`src/rtl/ocrw_pkg.sv`:
```
// ----------------------------------------------------------------------------
// ocrw_pkg: shared types and constants
// Opcodes, flag positions, masks and the structs passed between the decoder
// core, the window register file and the top level.
// ----------------------------------------------------------------------------
package ocrw_pkg;

	localparam int LINES = 128;
	localparam int PAGES = 16;

	localparam logic [6:0] LINE_MASK = 7'(LINES - 1);
	localparam logic [3:0] PAGE_MASK = 4'(PAGES - 1);

	// command opcodes
	localparam logic [7:0] OP_COL_HI_END   = 8'h18;
	localparam logic [7:0] OP_COL_HI       = 8'h10;
	localparam logic [7:0] OP_PAGE_MODE    = 8'h20;
	localparam logic [7:0] OP_VERT_MODE    = 8'h21;
	localparam logic [7:0] OP_CONTRAST     = 8'h81;
	localparam logic [7:0] OP_REMAP_OFF    = 8'hA0;
	localparam logic [7:0] OP_REMAP_ON     = 8'hA1;
	localparam logic [7:0] OP_ENTIRE_OFF   = 8'hA4;
	localparam logic [7:0] OP_ENTIRE_ON    = 8'hA5;
	localparam logic [7:0] OP_INV_OFF      = 8'hA6;
	localparam logic [7:0] OP_INV_ON       = 8'hA7;
	localparam logic [7:0] OP_MUX_RATIO    = 8'hA8;
	localparam logic [7:0] OP_DISPLAY_OFF  = 8'hAE;
	localparam logic [7:0] OP_DISPLAY_ON   = 8'hAF;
	localparam logic [7:0] OP_SCAN_NORM    = 8'hC0;
	localparam logic [7:0] OP_SCAN_REV     = 8'hC8;
	localparam logic [7:0] OP_DISP_OFFSET  = 8'hD3;
	localparam logic [7:0] OP_CLK_DIV      = 8'hD5;
	localparam logic [7:0] OP_PRECHARGE    = 8'hD9;
	localparam logic [7:0] OP_COM_PINS     = 8'hDA;
	localparam logic [7:0] OP_VCOMH        = 8'hDB;
	localparam logic [7:0] OP_START_LINE_P = 8'hDC;

	localparam logic [6:0] MUX_MIN_EXCL = 7'd14;
	localparam logic [7:0] X_SHIFT      = 8'd96;

	// flag_bits positions
	localparam int FL_REMAP  = 0;
	localparam int FL_ENTIRE = 1;
	localparam int FL_INV    = 2;
	localparam int FL_ON     = 3;
	localparam int FL_SCAN   = 4;

	// configuration register indexes
	localparam logic [2:0] REG_X_OFFSET_ENABLE = 3'd0;
	localparam logic [2:0] REG_PANEL_WIDTH     = 3'd1;
	localparam logic [2:0] REG_COLUMN_START    = 3'd2;
	localparam logic [2:0] REG_COLUMN_END      = 3'd3;
	localparam logic [2:0] REG_PAGE_START      = 3'd4;
	localparam logic [2:0] REG_PAGE_END        = 3'd5;

	typedef struct packed {
		logic       x_offset_enable;
		logic [7:0] panel_width;
		logic [6:0] column_start;
		logic [6:0] column_end;
		logic [3:0] page_start;
		logic [3:0] page_end;
	} cfg_t;

	typedef struct packed {
		logic       ram_write;
		logic [6:0] ram_column;
		logic [3:0] ram_page;
		logic [7:0] ram_data;
		logic       display_on;
		logic       inverse_on;
		logic       entire_on;
		logic       segment_remap;
		logic       scan_reverse;
		logic [6:0] start_line;
		logic [6:0] vertical_offset;
		logic [6:0] mux_ratio;
	} res_t;

endpackage

```
`src/rtl/ocrw_cfg.sv`:
```
// ----------------------------------------------------------------------------
// ocrw_cfg: configuration register file
// Holds the column remap setup and the address window. The display-off
// command returns the window registers to their reset values.
// ----------------------------------------------------------------------------
module ocrw_cfg
	import ocrw_pkg::*;
(
	input  logic       clk,
	input  logic       arst_n,
	input  logic       wr_en,
	input  logic [2:0] wr_index,
	input  logic [7:0] wr_data,
	input  logic       window_clear,
	output cfg_t       cfg
);

	cfg_t cfg_q;

	always_ff @(posedge clk or negedge arst_n) begin
		if (!arst_n) begin
			cfg_q.x_offset_enable <= 1'b1;
			cfg_q.panel_width     <= 8'd128;
			cfg_q.column_start    <= 7'd0;
			cfg_q.column_end      <= 7'd127;
			cfg_q.page_start      <= 4'd0;
			cfg_q.page_end        <= 4'd15;
		end else if (window_clear) begin
			cfg_q.column_start <= 7'd0;
			cfg_q.column_end   <= 7'd127;
			cfg_q.page_start   <= 4'd0;
			cfg_q.page_end     <= 4'd15;
		end else if (wr_en) begin
			unique case (wr_index)
				REG_X_OFFSET_ENABLE: cfg_q.x_offset_enable <= wr_data[0];
				REG_PANEL_WIDTH:     cfg_q.panel_width     <= wr_data;
				REG_COLUMN_START:    cfg_q.column_start    <= wr_data[6:0];
				REG_COLUMN_END:      cfg_q.column_end      <= wr_data[6:0];
				REG_PAGE_START:      cfg_q.page_start      <= wr_data[3:0];
				REG_PAGE_END:        cfg_q.page_end        <= wr_data[3:0];
				default: ;
			endcase
		end
	end

	assign cfg = cfg_q;

	assert property (@(posedge clk) disable iff (!arst_n)
		window_clear |=> cfg_q.column_end == 7'd127 && cfg_q.page_end == 4'd15
			&& cfg_q.column_start == 7'd0 && cfg_q.page_start == 4'd0)
		else $error("window not restored after display off");

endmodule

```
`src/rtl/ocrw_core.sv`:
```
// ----------------------------------------------------------------------------
// ocrw_core: command decoder and address state
// Decodes one byte per step, updates the controller state and forms the
// result beat from the values held after the step; a data write uses the address held before it.
// ----------------------------------------------------------------------------
module ocrw_core
	import ocrw_pkg::*;
(
	input  logic       clk,
	input  logic       arst_n,
	input  logic       step,
	input  logic       action,
	input  logic [7:0] byte_in,
	input  cfg_t       cfg,
	output logic       window_clear,
	output res_t       res
);

	logic [6:0] column_addr_q, column_addr_n;
	logic [3:0] page_addr_q, page_addr_n;
	logic       vertical_mode_q, vertical_mode_n;
	logic [7:0] last_opcode_q, last_opcode_n;
	logic       param_pending_q, param_pending_n;
	logic [6:0] line_start_q, line_start_n;
	logic [6:0] com_offset_q, com_offset_n;
	logic [6:0] mux_value_q, mux_value_n;
	logic [4:0] flag_bits_q, flag_bits_n;

	logic [6:0] mapped_col;
	logic [7:0] col_inc;
	logic [4:0] page_inc;
	logic [6:0] param_val;
	logic       do_clear;

	// column remap: wraps modulo 128, so only the low seven bits matter
	always_comb begin
		if (!cfg.x_offset_enable) begin
			mapped_col = column_addr_q;
		end else if (column_addr_q >= X_SHIFT[6:0]) begin
			mapped_col = column_addr_q - X_SHIFT[6:0];
		end else begin
			mapped_col = 7'({1'b0, column_addr_q} + cfg.panel_width - X_SHIFT);
		end
	end

	assign col_inc   = {1'b0, column_addr_q} + 8'd1;
	assign page_inc  = {1'b0, page_addr_q} + 5'd1;
	assign param_val = byte_in[6:0] & LINE_MASK;

	always_comb begin
		column_addr_n   = column_addr_q;
		page_addr_n     = page_addr_q;
		vertical_mode_n = vertical_mode_q;
		last_opcode_n   = last_opcode_q;
		param_pending_n = param_pending_q;
		line_start_n    = line_start_q;
		com_offset_n    = com_offset_q;
		mux_value_n     = mux_value_q;
		flag_bits_n     = flag_bits_q;
		do_clear        = 1'b0;

		if (action) begin
			if (vertical_mode_q) begin
				page_addr_n = (page_inc > {1'b0, cfg.page_end}) ? cfg.page_start
					: page_inc[3:0];
			end else begin
				column_addr_n = (col_inc > {1'b0, cfg.column_end}) ? cfg.column_start
					: col_inc[6:0];
			end
		end else if (param_pending_q) begin
			param_pending_n = 1'b0;
			unique case (last_opcode_q)
				OP_MUX_RATIO: begin
					if (param_val > MUX_MIN_EXCL) mux_value_n = param_val;
				end
				OP_DISP_OFFSET:  com_offset_n = param_val;
				OP_START_LINE_P: line_start_n = param_val;
				default: ;
			endcase
		end else begin
			last_opcode_n = byte_in;
			priority if (byte_in < OP_COL_HI_END) begin
				if (byte_in < OP_COL_HI) column_addr_n = {column_addr_q[6:4], byte_in[3:0]};
				else                     column_addr_n = {byte_in[2:0], column_addr_q[3:0]};
			end else if (byte_in[7:6] == 2'b01) begin
				line_start_n = byte_in[6:0] & LINE_MASK;
			end else if (byte_in[7:4] == 4'hB) begin
				if (!vertical_mode_q) page_addr_n = byte_in[3:0] & PAGE_MASK;
			end else begin
				unique case (byte_in)
					OP_PAGE_MODE:  vertical_mode_n = 1'b0;
					OP_VERT_MODE:  vertical_mode_n = 1'b1;
					OP_REMAP_OFF:  flag_bits_n[FL_REMAP]  = 1'b0;
					OP_REMAP_ON:   flag_bits_n[FL_REMAP]  = 1'b1;
					OP_ENTIRE_OFF: flag_bits_n[FL_ENTIRE] = 1'b0;
					OP_ENTIRE_ON:  flag_bits_n[FL_ENTIRE] = 1'b1;
					OP_INV_OFF:    flag_bits_n[FL_INV]    = 1'b0;
					OP_INV_ON:     flag_bits_n[FL_INV]    = 1'b1;
					OP_DISPLAY_OFF: begin
						do_clear        = 1'b1;
						column_addr_n   = 7'd0;
						page_addr_n     = 4'd0;
						vertical_mode_n = 1'b0;
						param_pending_n = 1'b0;
						line_start_n    = 7'd0;
						com_offset_n    = 7'd0;
						mux_value_n     = LINE_MASK;
						flag_bits_n     = 5'd0;
					end
					OP_DISPLAY_ON: flag_bits_n[FL_ON]     = 1'b1;
					OP_SCAN_NORM:  flag_bits_n[FL_SCAN]   = 1'b0;
					OP_SCAN_REV:   flag_bits_n[FL_SCAN]   = 1'b1;
					OP_CONTRAST, OP_MUX_RATIO, OP_DISP_OFFSET, OP_CLK_DIV,
					OP_PRECHARGE, OP_COM_PINS, OP_VCOMH, OP_START_LINE_P:
						param_pending_n = 1'b1;
					default: ;
				endcase
			end
		end
	end

	always_ff @(posedge clk or negedge arst_n) begin
		if (!arst_n) begin
			column_addr_q   <= 7'd0;
			page_addr_q     <= 4'd0;
			vertical_mode_q <= 1'b0;
			last_opcode_q   <= 8'd0;
			param_pending_q <= 1'b0;
			line_start_q    <= 7'd0;
			com_offset_q    <= 7'd0;
			mux_value_q     <= LINE_MASK;
			flag_bits_q     <= 5'd0;
		end else if (step) begin
			column_addr_q   <= column_addr_n;
			page_addr_q     <= page_addr_n;
			vertical_mode_q <= vertical_mode_n;
			last_opcode_q   <= last_opcode_n;
			param_pending_q <= param_pending_n;
			line_start_q    <= line_start_n;
			com_offset_q    <= com_offset_n;
			mux_value_q     <= mux_value_n;
			flag_bits_q     <= flag_bits_n;
		end
	end

	assign window_clear = step & do_clear;

	always_comb begin
		res.ram_write       = action;
		res.ram_column      = action ? mapped_col : 7'd0;
		res.ram_page        = action ? page_addr_q : 4'd0;
		res.ram_data        = action ? byte_in : 8'd0;
		res.display_on      = flag_bits_n[FL_ON];
		res.inverse_on      = flag_bits_n[FL_INV];
		res.entire_on       = flag_bits_n[FL_ENTIRE];
		res.segment_remap   = flag_bits_n[FL_REMAP];
		res.scan_reverse    = flag_bits_n[FL_SCAN];
		res.start_line      = line_start_n;
		res.vertical_offset = com_offset_n;
		res.mux_ratio       = mux_value_n;
	end

	assert property (@(posedge clk) disable iff (!arst_n)
		step && !action && param_pending_q |=> !param_pending_q)
		else $error("parameter byte left pending flag set");

	assert property (@(posedge clk) disable iff (!arst_n)
		window_clear |=> flag_bits_q == 5'd0 && mux_value_q == LINE_MASK
			&& last_opcode_q == OP_DISPLAY_OFF)
		else $error("display off did not reset state");

	assert property (@(posedge clk) disable iff (!arst_n)
		step && action |=> $stable(param_pending_q) && $stable(flag_bits_q))
		else $error("data beat changed command state");

	assert property (@(posedge clk) disable iff (!arst_n)
		mux_value_q > MUX_MIN_EXCL)
		else $error("mux ratio at or below its minimum");

endmodule

```
`src/rtl/oled_command_and_ram_write_decoder.sv`:
```
// ----------------------------------------------------------------------------
// oled_command_and_ram_write_decoder: display controller byte decoder
// An accepted input beat goes via the input and result registers to m_*.
// Throughput: one beat per cycle unless m_tready stalls; set by the single
//   decode stage between input and result registers, updating state in one pass.
// Reset (arst_n low): state and window registers return to power-up values,
//   both pipeline stages are emptied. cfg_ready is always high.
// ----------------------------------------------------------------------------
module oled_command_and_ram_write_decoder
	import ocrw_pkg::*;
(
	input  logic        clk,
	input  logic        arst_n,
	// input beats
	input  logic        s_tvalid,
	output logic        s_tready,
	input  logic [7:0]  s_tdata,   // [7:0] byte_in
	input  logic        s_tuser,   // [0] action (1 = display data)
	// result beats
	output logic        m_tvalid,
	input  logic        m_tready,
	// [6:0] ram_column, [10:7] ram_page, [18:11] ram_data, [19] display_on,
	// [20] inverse_on, [21] entire_on, [22] segment_remap, [23] scan_reverse,
	// [30:24] start_line, [37:31] vertical_offset, [44:38] mux_ratio, [47:45] zero
	output logic [47:0] m_tdata,
	output logic        m_tuser,   // [0] ram_write
	// configuration writes
	input  logic        cfg_valid,
	output logic        cfg_ready,
	input  logic [2:0]  cfg_index,
	input  logic [7:0]  cfg_data
);

	logic       valid_s1;
	logic       action_s1;
	logic [7:0] byte_s1;
	logic       valid_s2;
	res_t       res_s2;

	logic       advance;   // stage 1 may move into the result register
	logic       step;      // a beat is decoded this cycle
	logic       window_clear;
	cfg_t       cfg;
	res_t       res;

	assign advance   = !valid_s2 || m_tready;
	assign step      = valid_s1 && advance;
	assign s_tready  = !valid_s1 || advance;
	assign cfg_ready = 1'b1;

	// input register
	always_ff @(posedge clk or negedge arst_n) begin
		if (!arst_n) begin
			valid_s1 <= 1'b0;
		end else if (s_tready) begin
			valid_s1 <= s_tvalid;
		end
	end

	always_ff @(posedge clk) begin
		if (s_tready && s_tvalid) begin
			action_s1 <= s_tuser;
			byte_s1   <= s_tdata;
		end
	end

	ocrw_cfg u_cfg (
		.clk          (clk),
		.arst_n       (arst_n),
		.wr_en        (cfg_valid && cfg_ready),
		.wr_index     (cfg_index),
		.wr_data      (cfg_data),
		.window_clear (window_clear),
		.cfg          (cfg)
	);

	// decode runs against state that already holds every earlier beat
	ocrw_core u_core (
		.clk          (clk),
		.arst_n       (arst_n),
		.step         (step),
		.action       (action_s1),
		.byte_in      (byte_s1),
		.cfg          (cfg),
		.window_clear (window_clear),
		.res          (res)
	);

	// result register
	always_ff @(posedge clk or negedge arst_n) begin
		if (!arst_n) begin
			valid_s2 <= 1'b0;
		end else if (advance) begin
			valid_s2 <= valid_s1;
		end
	end

	always_ff @(posedge clk) begin
		if (step) begin
			res_s2 <= res;
		end
	end

	assign m_tvalid = valid_s2;
	assign m_tuser  = res_s2.ram_write;
	assign m_tdata  = {3'd0, res_s2.mux_ratio, res_s2.vertical_offset, res_s2.start_line,
		res_s2.scan_reverse, res_s2.segment_remap, res_s2.entire_on, res_s2.inverse_on,
		res_s2.display_on, res_s2.ram_data, res_s2.ram_page, res_s2.ram_column};

	assert property (@(posedge clk) disable iff (!arst_n)
		m_tvalid && !m_tuser |-> m_tdata[18:0] == 19'd0)
		else $error("write fields nonzero on a non-write beat");

	assert property (@(posedge clk) disable iff (!arst_n)
		!s_tready |-> valid_s1 && m_tvalid && !m_tready)
		else $error("input stalled without a full pipeline");

	assert property (@(posedge clk) disable iff (!arst_n)
		step |=> m_tvalid)
		else $error("decoded beat not presented");

endmodule

```
`config.mk`:
```
export PLATFORM = sky130hd
export DESIGN_NAME = oled_command_and_ram_write_decoder
export DESIGN_NICKNAME = d
export VERILOG_FILES = /design/src/rtl/ocrw_pkg.sv /design/src/rtl/ocrw_cfg.sv /design/src/rtl/ocrw_core.sv /design/src/rtl/oled_command_and_ram_write_decoder.sv
export SDC_FILE = /design/constraint.sdc
export NUM_CORES = 1
export LEC_CHECK = 0
export ABC_AREA = 1
export BUFFER_PORTS_ARGS = -buffer_cell sky130_fd_sc_hd__buf_2
export CAP_MARGIN = 15
export CORE_MARGIN = 2
export CORE_UTILIZATION = 36
export DETAILED_ROUTE_END_ITERATION = 10
export GPL_TIMING_DRIVEN = 0
export PLACE_DENSITY_LB_ADDON = 0.1
export RECOVER_POWER = 100
export SYNTH_ARGS = -nofsm -noshare
export SYNTH_HDL_FRONTEND = slang
export SYNTH_SLANG_ARGS = --single-unit
```
`constraint.sdc`:
```
create_clock -name clk -period 8.3 [get_ports clk]
set_clock_uncertainty 0.15 [all_clocks]
set_input_delay 0.83 -clock clk [delete_from_list [all_inputs] [get_ports clk]]
set_output_delay 0.83 -clock clk [all_outputs]
set_load 0.005 [all_outputs]
```
==> summary.md, run 1 <==
| Metric | Value |
|---|---|
| Startpoint of the lowest-slack hold path | u_core.mux_value_q[3] |
| Top library cells by usage in the layout, fill and taps aside | 246 x sky130_fd_sc_hd__nand2_1, 119 x sky130_fd_sc_hd__inv_1, 70 x sky130_fd_sc_hd__nand3_1, 69 x sky130_fd_sc_hd__nor2_1, 67 x sky130_fd_sc_hd__o21ai_0 |
| Switching Power | 0.917 mW |
| Worst-case setup margin in the final layout | 3.81 ns |
| Post-CTS Hold Fix Bufs | 0 |
| Resized Gates After CTS | 0 |
| Number of antenna violations at the first check in global routing | 0 |
| Fraction of registers with async set or reset after synthesis | 0.590 |
| Unrepaired setup endpoints after global routing | no |
| Worst slew margin relative to its limit | -0.923 |
| Commonest non-fill, non-tap cell in the layout | sky130_fd_sc_hd__nand2_1 |
| Flop and latch count out of synthesis | 134 |
| Via-per-instance ratio | 4.72 |
| Required time at the worst-slack endpoint | 8.04 ns |
| CP dominant cell by count | sky130_fd_sc_hd__clkbuf_1 |
| Mapped Cells | 854 |
| Core ar. | 19600 sq um |
| Worst reg2reg startpoint | m_tvalid |
| Row count | 51 |
| Internal Pwr Total | 1.65 mW |
| Clock-pin slew on the worst setup and hold paths | 0.06 ns |
| Final TNS setup | 0 ns |
| Nets | 999 |
| Worst reg2reg path endpoint | m_tdata[25] |
| Die width | 146 um |
| # Max-Cap Violations | 3 |
| Depth of the critical timing path with buffers and inverters included | 2 |
| Most used flip-flop cell after synthesis | sky130_fd_sc_hd__dfrtp_1 |
| Top cell type's share of synthesized area | 0.228 |
| Cells along the critical path | clkbuf_1, clkbuf_1 |
| Netlist cell types | 52 |
| Area growth, synth to finish | 15.6% |
| Crit end category | asynchronous set/reset pin |
| Number of flops mapped to enable cells by yosys | 55 |
| Power per Cell Area | 306 nW/um^2 |
| Routability-driven placement congestion ratio | 0.904 |
| Measured slew at the worst slew-check pin | 2.88 ns |
| IO buf count | 71 |
| Total detailed-routing wirelength | 18500 um |
| Post-route antenna net violation count | 0 |
| Delay of the slowest cell on the worst path | 2.12 ns |
| Share of total power in sequential cells | 0.373 |
| Number of fill cells in the layout | 2027 |
| Sequential-to-total area share from yosys stat | 0.504 |
| Sink of the worst hold path | u_core.mux_value_q[3] |
| Setup WS pre-CTS | 5.36 ns |
| Sw Ratio | 0.358 |
| Via count of the first global-routing pass | 5618 |
| Top cell family by delay on the critical path | buffers and inverters |
| Max IR drop VDD | 143 uV |
| Non-filler cells in the finished layout | 1226 |
| Routed WL per cell | 15.1 um |
| Initial DRT Pass Iterations | 5 |
| Area enclosed by the die boundary | 21300 sq um |
| Number of hold violations in the final report | 0 |
| Drt drc | 0 |
| Clock tree sinks | 134 |
| Clock network latency to the later pin of the worst-skew pair | 0.42 ns |
| Worst Path Buf+Inv | 2 |
| Worst reg-to-reg setup slack | 4.22 ns |
| Wire length of the first global-routing pass | 29900 um |
| Portion of total power attributed to the clock network | 0.309 |
| Failing checks | capacitance limit, slew limit |
| Period utilization | 0.541 |
| Largest fanout on the critical path | 50 |
| Arrival time worst endpoint | 4.23 ns |
| Half-perimeter wire length after detailed placement | 13300 um |
| Pin count of the biggest net entering global routing | 51 |
| Startpoint type of the worst setup path | input pin |
| Worst Hold Path Cells | 2 |
| Die H | 146 um |
| Effective utilization at floorplan | 0.370 |
| Total cell area at the placement stage | 7990 sq um |
| Initial drt markers | 352 |
| Logic pwr share | 0.317 |
| Max Clock Freq | 223 MHz |
| CTS Root Cell | sky130_fd_sc_hd__clkbuf_16 |
| Final number of max-transition violations | 113 |
| Cts bufs inserted | 17 |
| Top cells by area, synth | sky130_fd_sc_hd__edfxtp_1 23%, sky130_fd_sc_hd__dfrtp_1 21%, sky130_fd_sc_hd__nand2_1 12% |
| Leakage power | 4.06 nW |
| Cell area after layout | 8380 sq um |
| Warning count from the yosys run | 0 |
| Worst Hold Margin | 0.317 ns |
| Cell Area, Synth | 7250 sq um |
| CP startpoint | arst_n |
| Number of inserted diodes | 0 |
| Cell at the slowest stage of the critical path | sky130_fd_sc_hd__clkbuf_1 |
| Post-route core utilization | 0.428 |
| Max clock buf depth | 2 |
| Outcome | complete, but fails checks |
| Aggregate global routing overflow | 0 |
| Overall via count from detail_route | 5792 |
| Number of placed cells counting well taps | 1194 |
| Path category of the worst min-delay check | reg -> reg |
| Pwr Total | 2.56 mW |
| Setup fix buffers added after clock tree synthesis | 0 |
| Proportion of layout cells with a drive suffix above 1 | 0.131 |
| Leading area contributor after synthesis | sky130_fd_sc_hd__edfxtp_1 |
| Max H-tree Level | 4 |
| Final count of negative-setup-slack endpoints | 0 |
| TritonCTS clock tree | yes |
| Average size of a mapped cell | 8.48 sq um |
| IO Pins | 77 |
| Minimum clock period after layout | 4.49 ns |
| Register-to-Register Path Depth | 3 |
| Critical setup path kind | in -> async |
| Global router's overall resource usage | 0.178 |
==> how the worst max path moves through the flow <==
stage / to / slack [ns]
2_1_floorplan: m_tdata[0] / 5.07
4_1_cts: u_core.column_addr_q[4] / 5.60
3_5_place_dp: m_tdata[34] / 5.36
5_1_grt: u_core.column_addr_q[5] / 3.02
3_3_place_gp: m_tdata[34] / 3.92
6_report: u_core.last_opcode_q[0] / 3.81
==> routing by layer <==
| metal | global-route usage | vias up | part of all wire |
|---|---|---|---|
| li1 | - | 2976 | - |
| met1 | 0.263 | 2678 | 0.51 |
| met2 | 0.265 | 127 | 0.43 |
| met3 | 0.0367 | 11 | 0.046 |
| met4 | 0.0485 | 0 | 0.0088 |
| met5 | 0 | - | 0 |
==> area by class of cell <==
cell class	count	area, sq um	area share
inverter	125	470	0.0562
clock inverter	11	136	0.0163
multi-input combinational	576	2860	0.342
buffer	21	97.6	0.0116
sequential	134	3650	0.436
tap	265	332	0.0396
clock buffer	21	482	0.0575
timing repair buffer	73	344	0.0411
==> synth_stat cells (2+ instances only) <==
library cell and number:
sky130_fd_sc_hd__inv_2 5, sky130_fd_sc_hd__a21boi_1 3, sky130_fd_sc_hd__edfxtp_1 55, sky130_fd_sc_hd__nor2_4 2, sky130_fd_sc_hd__nand3_1 64, sky130_fd_sc_hd__o211ai_1 2, sky130_fd_sc_hd__o21ai_0 59, sky130_fd_sc_hd__nor2_2 3
sky130_fd_sc_hd__and2_1 2, sky130_fd_sc_hd__nand4_1 5, sky130_fd_sc_hd__buf_2 5, sky130_fd_sc_hd__ha_1 25, sky130_fd_sc_hd__o211ai_2 6, sky130_fd_sc_hd__nor3_1 4, sky130_fd_sc_hd__nand3_2 8, sky130_fd_sc_hd__conb_1 2
sky130_fd_sc_hd__clkbuf_1 8, sky130_fd_sc_hd__nand2_2 4, sky130_fd_sc_hd__o21ai_1 9, sky130_fd_sc_hd__nor2_1 65, sky130_fd_sc_hd__nand2_1 241, sky130_fd_sc_hd__clkinv_1 2, sky130_fd_sc_hd__a31oi_1 8, sky130_fd_sc_hd__o2111ai_1 6
sky130_fd_sc_hd__xor2_1 6, sky130_fd_sc_hd__xnor2_1 2, sky130_fd_sc_hd__buf_6 3, sky130_fd_sc_hd__a21oi_1 29, sky130_fd_sc_hd__dfrtp_1 60, sky130_fd_sc_hd__inv_1 117, sky130_fd_sc_hd__buf_4 4, sky130_fd_sc_hd__nand2_4 2
sky130_fd_sc_hd__dfstp_2 19
==> power groups by stage <==
stage | registers [mW] | logic [mW] | clock network (mW)
global route | 0.977 | 0.959 | 0.838
global placement | 0.972 | 0.823 | 0
floorplan | 0.944 | 0.613 | 0
CTS | 0.958 | 0.843 | 0.805
finish | 0.957 | 0.812 | 0.793
detailed placement | 0.968 | 0.838 | 0
==> registers in the layout, summed over array words and instances (netlist names) <==
name	cells
u_core.vertical_mode_q	1
byte_s1	8
u_core.flag_bits_q	5
u_core.mux_value_q	7
u_core.param_pending_q	1
u_core.page_addr_q	4
u_core.line_start_q	7
m_tdata	45
u_core.com_offset_q	7
action_s1	1
u_cfg.cfg	30
m_tvalid	1
valid_s1	1
u_core.last_opcode_q	8
m_tuser	1
u_core.column_addr_q	7
==> cell families after synthesis <==
group	after synthesis	synth area share
adders and majority gates	26	0.0459
xor gates and xnor gates	8	0.00967
DFF	134	0.504
AOI/OAI and AO/OA	128	0.103
buffers and inverters	146	0.0820
other	2	0.00104
and+or+nand+nor	410	0.254
(Power assumes the default switching activity.)
==> run 2: changes to the inputs <==
==> constraint.sdc (replaced) <==
create_clock -name clk -period 3.9 [get_ports clk]
set_clock_uncertainty 0.15 [all_clocks]
set_input_delay 0.39 -clock clk [delete_from_list [all_inputs] [get_ports clk]]
set_output_delay 0.39 -clock clk [all_outputs]
set_load 0.005 [all_outputs]
==> run 2 against run 1 <==
The run still ends with capacitance limit, slew limit left; combinational power grew 110%; cell count grew 0.82%; critical path depth grew 5; critical path type is now reg -> reg; highest routed layer unchanged; via count is essentially flat; first-iteration DRC count shrank 1.7%; count of clock-buffer cells in the layout is the same; die area is the same; largest power group unchanged; non-clock buffer count grew 10; core utilization grew 0.75 points; sequential power grew 110%; power grew 110%; setup slack lost 3.0 ns.
==> summary.md, run 2 (synthesis results as in run 1) <==
| Metric | Value |
|---|---|
| Cts bufs inserted | 17 (unchanged) |
| Period utilization | 0.791 |
| Number of inserted diodes | 0 (unchanged) |
| Worst Hold Margin | 0.0427 ns (-0.274 ns) |
| Drt drc | 0 (unchanged) |
| Nets | 1009 (+1.0%) |
| Startpoint of the lowest-slack hold path | s_tvalid |
| Via count of the first global-routing pass | 5656 (+0.68%) |
| Cells along the critical path | a21oi_1, nand2_1, nor2_1, inv_4, nand4_1, clkbuf_1, a21oi_1 |
| Power per Cell Area | 640 nW/um^2 (+110%) |
| Global router's overall resource usage | 0.179 (+0.000536) |
| Required time at the worst-slack endpoint | 4.03 ns (-4.01 ns) |
| TritonCTS clock tree | yes |
| Worst reg2reg path endpoint | u_cfg.cfg[27] |
| Failing checks | capacitance limit, slew limit |
| Routability-driven placement congestion ratio | 0.904 (unchanged) |
| Top cell family by delay on the critical path | simple AND/OR/NAND/NOR gates |
| Outcome | complete, but fails checks |
| Die width | 146 um (unchanged) |
| Routed length on met1 | 9330 um (-1.2%) |
| Register-to-Register Path Depth | 7 (+4) |
| IO Pins | 77 (unchanged) |
| Arrival time worst endpoint | 3.22 ns (-1.01 ns) |
| Initial drt markers | 346 (-1.7%) |
| Largest register FFs | 45 (unchanged) |
| Worst reg-to-reg setup slack | 0.81 ns (-3.41 ns) |
| Number of fill cells in the layout | 2012 (-0.74%) |
| Commonest non-fill, non-tap cell in the layout | sky130_fd_sc_hd__nand2_1 |
| Met2 routed WL | 8100 um (+1.3%) |
| CTS Root Cell | sky130_fd_sc_hd__clkbuf_16 |
| Clock tree sinks | 134 (unchanged) |
| Depth of the critical timing path with buffers and inverters included | 7 (+5) |
| Total area of multi-input combinational cells | 2890 sq um (+0.74%) |
| Crit end category | flop |
| Top routing layer used | met4 |
| Via-per-instance ratio | 4.68 (-0.89%) |
| Unrepaired setup endpoints after global routing | no |
| Worst Hold Path Cells | 3 (+1) |
| Minimum clock period after layout | 3.09 ns |
| Wire length of the first global-routing pass | 30000 um (+0.39%) |
| Max IR drop VDD | 301 uV (+110%) |
| Max H-tree Level | 4 (unchanged) |
| Path category of the worst min-delay check | in -> reg |
| Row count | 51 (unchanged) |
| Largest fanout on the critical path | 10 (-80%) |
| Startpoint type of the worst setup path | flop |
| Measured slew at the worst slew-check pin | 1.92 ns (-0.968 ns) |
| Post-route antenna net violation count | 0 (unchanged) |
| Area enclosed by the die boundary | 21300 sq um (unchanged) |
| Number of hold violations in the final report | 0 (unchanged) |
| CP dominant cell by count | sky130_fd_sc_hd__a21oi_1 |
| Sink of the worst hold path | valid_s1 |
| Critical setup path kind | reg -> reg |
| Clock-pin slew on the worst setup and hold paths | 0.06 ns (about the same) |
| Routed WL per cell | 14.9 um (-0.90%) |
| Final TNS setup | 0 ns (unchanged) |
| Aggregate global routing overflow | 0 (unchanged) |
| Total detailed-routing wirelength | 18400 um (about the same) |
| Max clock buf depth | 2 (unchanged) |
| Worst Path Buf+Inv | 2 (unchanged) |
| Max Clock Freq | 324 MHz |
| Pin count of the biggest net entering global routing | 51 (unchanged) |
| Cell at the slowest stage of the critical path | sky130_fd_sc_hd__a21oi_1 |
| Final number of max-transition violations | 30 (-73%) |
| Effective utilization at floorplan | 0.370 (unchanged) |
| Worst reg2reg startpoint | m_tvalid |
| IO buf count | 71 (unchanged) |
| Worst slew margin relative to its limit | -0.277 (+0.645) |
| Initial DRT Pass Iterations | 4 (-1) |
| Final count of negative-setup-slack endpoints | 0 (unchanged) |
| Half-perimeter wire length after detailed placement | 13300 um (unchanged) |
| # Max-Cap Violations | 1 (-2) |
| Core ar. | 19600 sq um (unchanged) |
| Overall via count from detail_route | 5787 (-0.086%) |
| Clock network latency to the later pin of the worst-skew pair | 0.42 ns (about the same) |
| Delay of the slowest cell on the worst path | 0.69 ns (-1.43 ns) |
| Number of antenna violations at the first check in global routing | 0 (unchanged) |
| Sequential Area | 3650 sq um (unchanged) |
| Die H | 146 um (unchanged) |
| Top library cells by usage in the layout, fill and taps aside | 245 x sky130_fd_sc_hd__nand2_1, 119 x sky130_fd_sc_hd__inv_1, 70 x sky130_fd_sc_hd__nand3_1, 67 x sky130_fd_sc_hd__o21ai_0, 67 x sky130_fd_sc_hd__nor2_1 |
| Proportion of layout cells with a drive suffix above 1 | 0.136 (+0.00483) |
| Area growth, synth to finish | 17.7% |
| Total length of routed met3 wires | 856 um (+0.12%) |
| Leakage power | 4.12 nW (+1.6%) |
run 2: worst reg2reg max path: cells and delay by family, from the launching register on:
kind / cells / cell delay (ns)
buffers and inverters: 2 / 0.47
AO/OA/AOI/OAI: 2 / 0.82
AND/OR/NAND/NOR: 3 / 1.11
flip-flops: 1 / 0.41
run 2: repair_timing:
item | 4_1_cts | 5_1_grt
resized for setup | 0 | 0
setup buffers | 0 | 0
endpoints found under the hold margin | 28 | 0
hold buffers | 10 | 0
run 2: metrics by stage:
step                 util  cells  setup slack, ns  instance area, sq um  power [mW]
CTS                 0.445   1236             1.20                  8710        5.55
detailed placement  0.408   1194             1.22                  7990        3.84
floorplan               -    856             1.11                  7250        3.31
global placement    0.405   1192          -0.0413                  7940        3.82
global route        0.435   1236            0.494                  8530        5.92
finish              0.435   1236            0.814                  8530        5.46
run 2: area by class of cell:
type / count / share of cell area
plain buffers: 21 / 0.0114
clock buffers: 21 / 0.0565
clock inverters: 11 / 0.0160
inverters: 125 / 0.0553
multi-input cells: 576 / 0.338
flip-flops and latches: 134 / 0.428
well taps: 265 / 0.0389
repair buffers: 83 / 0.0550
run 2: worst max-delay path by stage:
stage / start / to / slack [ns]
finish: m_tvalid / u_cfg.cfg[27] / 0.81
global placement: m_tready / m_tdata[34] / -0.04
global route: m_tvalid / u_cfg.cfg[26] / 0.49
floorplan: m_tready / m_tdata[0] / 1.11
CTS: u_core.column_addr_q[0] / u_core.column_addr_q[4] / 1.20
detailed placement: u_core.column_addr_q[0] / u_core.column_addr_q[4] / 1.22
run 2: report_power, final:
group / internal (mW) / switching, mW / leakage [nW]
registers: 1.82 / 0.212 / 1.47
clock network: 1.03 / 0.655 / 0.297
logic: 0.659 / 1.08 / 2.36
total: 3.51 / 1.95 / 4.12
run 2: layer usage:
metal | up-vias | track usage
met5 | - | 0
met4 | 0 | 0.0485
met3 | 8 | 0.0376
met2 | 101 | 0.267
met1 | 2682 | 0.262
li1 | 2996 | -
